[config.mk]
export PLATFORM = sky130hd
export DESIGN_NAME = cpa_mem
export DESIGN_NICKNAME = d
export VERILOG_FILES = /design/src/hdl/cpa_mem.sv
export SDC_FILE = /design/constraint.sdc
export NUM_CORES = 2
export LEC_CHECK = 0
export BUFFER_PORTS_ARGS = -buffer_cell sky130_fd_sc_hd__buf_4
export CAP_MARGIN = 20
export CORE_ASPECT_RATIO = 2
export CORE_MARGIN = 2
export CORE_UTILIZATION = 31
export DETAILED_ROUTE_END_ITERATION = 8
export GPL_TIMING_DRIVEN = 0
export PLACE_DENSITY = 0.49
export SYNTH_ARGS = -nofsm -noshare
export SYNTH_HDL_FRONTEND = slang
export SYNTH_SLANG_ARGS = --single-unit
[constraint.sdc]
create_clock -name clk -period 2.5 [get_ports clk]
set_input_delay 0.25 -clock clk [delete_from_list [all_inputs] [get_ports clk]]
set_output_delay 0.25 -clock clk [all_outputs]
set_load 0.1 [all_outputs]
[src/hdl/cpa_mem.sv]
// Generic single-port synchronous memory with registered read.
// Depends on nothing.
`timescale 1ns / 1ps
module cpa_mem #(
  parameter int AW = 8,
  parameter int DW = 8
) (
  input  logic          clk,
  input  logic          we,
  input  logic [AW-1:0] addr,
  input  logic [DW-1:0] wdata,
  output logic [DW-1:0] rdata
);
  logic [DW-1:0] mem [2**AW];
  always_ff @(posedge clk) begin
    if (we) mem[addr] <= wdata;
    rdata <= mem[addr];
  end
endmodule

======== Word level (Yosys, flattened, before mapping) ========
Memory sizes are Yosys's and may differ from the RTL's. A register that Yosys moved wholly into a read port is not among the register bits.
Index checks and enable logic that the tools add are counted.
word-level totals
  register bits ........................... 0
  bits in writable memories ............... 2048
  input port bits ......................... 18
  logic and storage cells ................. 3
  memories kept ........................... 1
cells by class
  multiplexer cells ....................... 2
memories
  name  words  bits a word  rd ports  clocked after Yosys merged registers in  wr ports  line  text
  mem   256    8            1         1                                        1         14    logic [DW-1:0] mem [2**AW];
operators with widths
  kind              count
  2-to-1 mux 1 bit  2

======== Longest topological paths before layout ========
  depth after elaboration ................. 2
  gate-level depth with buffers ........... 10
  mapped depth without buffers ............ 5

======== Worst setup path before layout ========
No wires, ideal clock.
  path type ............................... input -> register
  start point ............................. in addr[1]
  end point ............................... mem mem[111][0], enable pin
  library setup time ...................... 0.370 ns
  arrival ................................. 2.099 ns
  data required time ...................... 2.130 ns
  path slack .............................. 0.031 ns
  stages .................................. 9
  cell sequence ........................... buf_2 -> clkbuf_1 -> clkbuf_1 -> nand2_1 -> buf_2 -> nor2_1 -> nand2_1 -> clkbuf_1 -> nor2_1
RTL lines
  item                line  text
  start: declaration  10    input logic [AW-1:0] addr,
  end: declaration    14
Straight into the memory's write port.

==> metrics.md <==
| Metric | Value |
|---|---|
| Status | finished with violations |
| Failing checks | setup timing |
| Initial antenna violation count | 6 |
| Io pins | 26 |
| Clock buffer count from CTS | 179 |
| Post-DP HPWL | approximately 170000 µm |
| VDD IR max | about 0.00052 V |
| Buffers plus inverters on the worst setup path | 0 |
| Pwr Density | between 700 and 800 nW/µm² |
| Vias in the first global route | 40500 |
| Global-route wire length before repair | 331000 µm |
| Final wirelength | between 200000 and 250000 µm |
| DRC | 0 |
| ANT nets after route | 0 |
| Worst Hold Class | input port to register |
| GRT overflow | 0 |
| CP endpoint kind | register |
| Hold WS | roughly 180 ps |
| Die area | roughly 260000 µm² |
| Critical path's slowest cell | a22oi_2 |
| Longest Clk Path Bufs | 4 |
| Filler cell count | around 23000 |
| Vias/cell | 5.14 |
| P_int | ~54000 µW |
| P_sw | roughly 16000 µW |
| Area of the multi-input gates | 17800 µm² |
| TritonCTS Sinks | slightly above 2000 |
| GR Util All Layers | around a fifth |
| Max cap viols | 0 |
| Kind of critical path | register to register |
| Gp weighted congestion | ~0.90 |
| Post-Layout Cell Count | slightly above 7000 |
| Crit path DAT | approximately 3400 ps |
| Worst EP required | between 3000 and 4000 ps |
| Cells after Synth | around 3500 |
| Final net count | approximately 3900 |
| Worst Tran Pin Value | about 1200 ps |
| Routed wire per std cell | between 30 and 40 µm |
| Final Setup Violations | 36 |
| Clk_skew | 50.2 ps |
| Post-Syn Nets | ~3600 |
| Fin. Hold Viols | 0 |
| Max incr delay on CP | around 660 ps |
| Synth warn | 0 |
| Sw Ratio | roughly 22% |
| CP delay by family, top | compound AO/OA/AOI/OAI gates |
| Die Y | around 720 µm |
| Worst Path Max Fanout | 1 |
| Most frequent cells in the layout | 2048 x edfxtp_1, 512 x mux4_2, 211 x a22oi_1 |
| # placed instances | a little under 7000 |
| Max Fclk | between 300 and 400 MHz |
| Register area | between 60000 and 70000 µm² |
| Area grow syn2layout | 17.5% |
| H-Tree Depth | 4 |
| Port Buf Inserts | 21 |
| Final period utilization | 111% |
| Worst Setup Start Kind | register |
| Max-slew headroom | 23.2% |
| Post-route cell area | 92200 µm² |
| First DRT Iteration DRCs | 3310 |
| Post-synthesis area per instance | 22.1 µm² |
| Largest net degree at the start of global routing | between 100 and 150 |
| Dpl cell area | around 84000 µm² |
| Sequential share of the synthesized area | 78.6% |
| Clock power frac | between 30 and 40% |
| Total number of vias | between 30000 and 40000 |
| Sequential power share | between 50% and 60% |
| Initial Util | 31.1% |
| Die W | ~360 µm |
| Max-slew violations | 0 |
| CTS tree | done |
| Critical-path cell list | mux4_2 > a22oi_2 > a21oi_2 > o41ai_4 > nand4_1 |
| RSZ-0062 raised after global routing | true |
| Most common cell after layout, fill and taps aside | edfxtp_1 |
| Mapped cell area | slightly below 80000 µm² |
| Gate power share | 5.9% |
| FF+latch count, synth | a little over 2000 |
| Worst-Skew Late Latency | 850 ps |
| Synth unique cells | 22 |
| Fraction of layout instances using a drive strength above 1 | 34.1% |
| Pleak | 0.0272 µW |
| DR pass1 iterations | 7 |
| Root Driver | clkbuf_16 |
| Area of the core | around 250000 µm² |
| Final WS setup | -282 ps |
| Std-Cell Rows | around 260 |
| Clk slew on worst S/H paths | around 70 ps |
| Min Tclk post-route | ~2800 ps |
-- flip-flops by register name (all words and copies together), names as in the netlist --
| name | count |
|---|---|
| mem | 2048 |
| rdata | 8 |
-- metrics by stage --
step / worst slack [ps] / power [µW] / setup TNS [ps] / util [%]
after floorplan: 31.3 / 40600 / 0 / -
after global placement: -3670 / 42600 / -6375550 / 32.8
after detailed placement: -2860 / 42700 / -4276500 / 33.2
after CTS: -236 / 70200 / -68240 / 36.4
after global routing: -153 / 71300 / -376 / 36.6
final: -282 / 69700 / -1390 / 36.6
-- synthesized netlist by cell type (all sizes together) --
cell type  count  area share (%)
or3            1          0.0080
dfxtp          8            0.20
clkbuf       145            0.69
nor3          30            0.19
nand3         13           0.083
edfxtp      2048              78
or2            2           0.016
nand2         28            0.13
a22oi        256             2.4
nor2b          7           0.056
nand4          8           0.064
nor2         232             1.1
buf           87            0.70
mux4         512              15
a21oi        128            0.82
and2           3           0.024
nand2b         6           0.048
o41ai         32            0.36
inv            1          0.0048
-- final cells by class --
cell class,count,share of cell area [%]
well taps,3287,4.46
flip-flops and latches,2056,66.8
inverters,1,0.00407
repair buffers,117,1.70
clock buffers,225,5.18
diodes,4,0.0109
multi-input cells,1258,19.3
clock inverters,93,0.846
plain buffers,232,1.62
-- repair_timing --
item / 4_1_cts / 5_1_grt
hold endpoints to repair: 215 / 0
pin swaps: 15 / 13
hold buffers: 8 / 0
setup buffers: 9 / 9
endpoints found under the setup margin: 1953 / 963
resized for setup: 566 / 102
-- power groups by stage --
stage          clock network, µW  registers [µW]  logic [µW]
6_report                   27600           38000        4110
5_1_grt                    29100           38000        4240
4_1_cts                    28000           38000        4130
3_5_place_dp                   0           38800        3930
3_3_place_gp                   0           38800        3740
2_1_floorplan                  0           38900        1690
-- final timing paths --
kind | end | slack [ps] | start | cells past startpoint
setup / recovery | rdata[5]$_DFF_P_ | -280 | mem[230][5]$_DFFE_PP_ | 5
hold / removal | rdata[0]$_DFF_P_ | 180 | addr[7] | 5
setup reg to reg | rdata[5]$_DFF_P_ | -280 | mem[230][5]$_DFFE_PP_ | 5
hold reg to reg | rdata[0]$_DFF_P_ | 980 | mem[2][0]$_DFFE_PP_ | 5
-- worst reg2reg max path, stage by stage, from the launching register on --
cell	delay, ps
edfxtp_1	400
mux4_2	500
a22oi_2	660
a21oi_2	210
o41ai_4	520
nand4_1	320
-- per-layer routing --
layer / global-route usage, % / wire length (µm)
met5: 0 / 13
met4: 11.9 / 18400
met3: 2.12 / 8700
met2: 37.7 / 141000
met1: 17.2 / 74400
-- cell families after synthesis --
| family | synth area share, % |
|---|---|
| flip-flops | 78.6 |
| multiplexers | 14.7 |
| AO/OA/AOI/OAI | 3.62 |
| AND/OR/NAND/NOR | 1.73 |
| buffers and inverters | 1.40 |
Note: power is estimated with default switching activity, not from simulation.
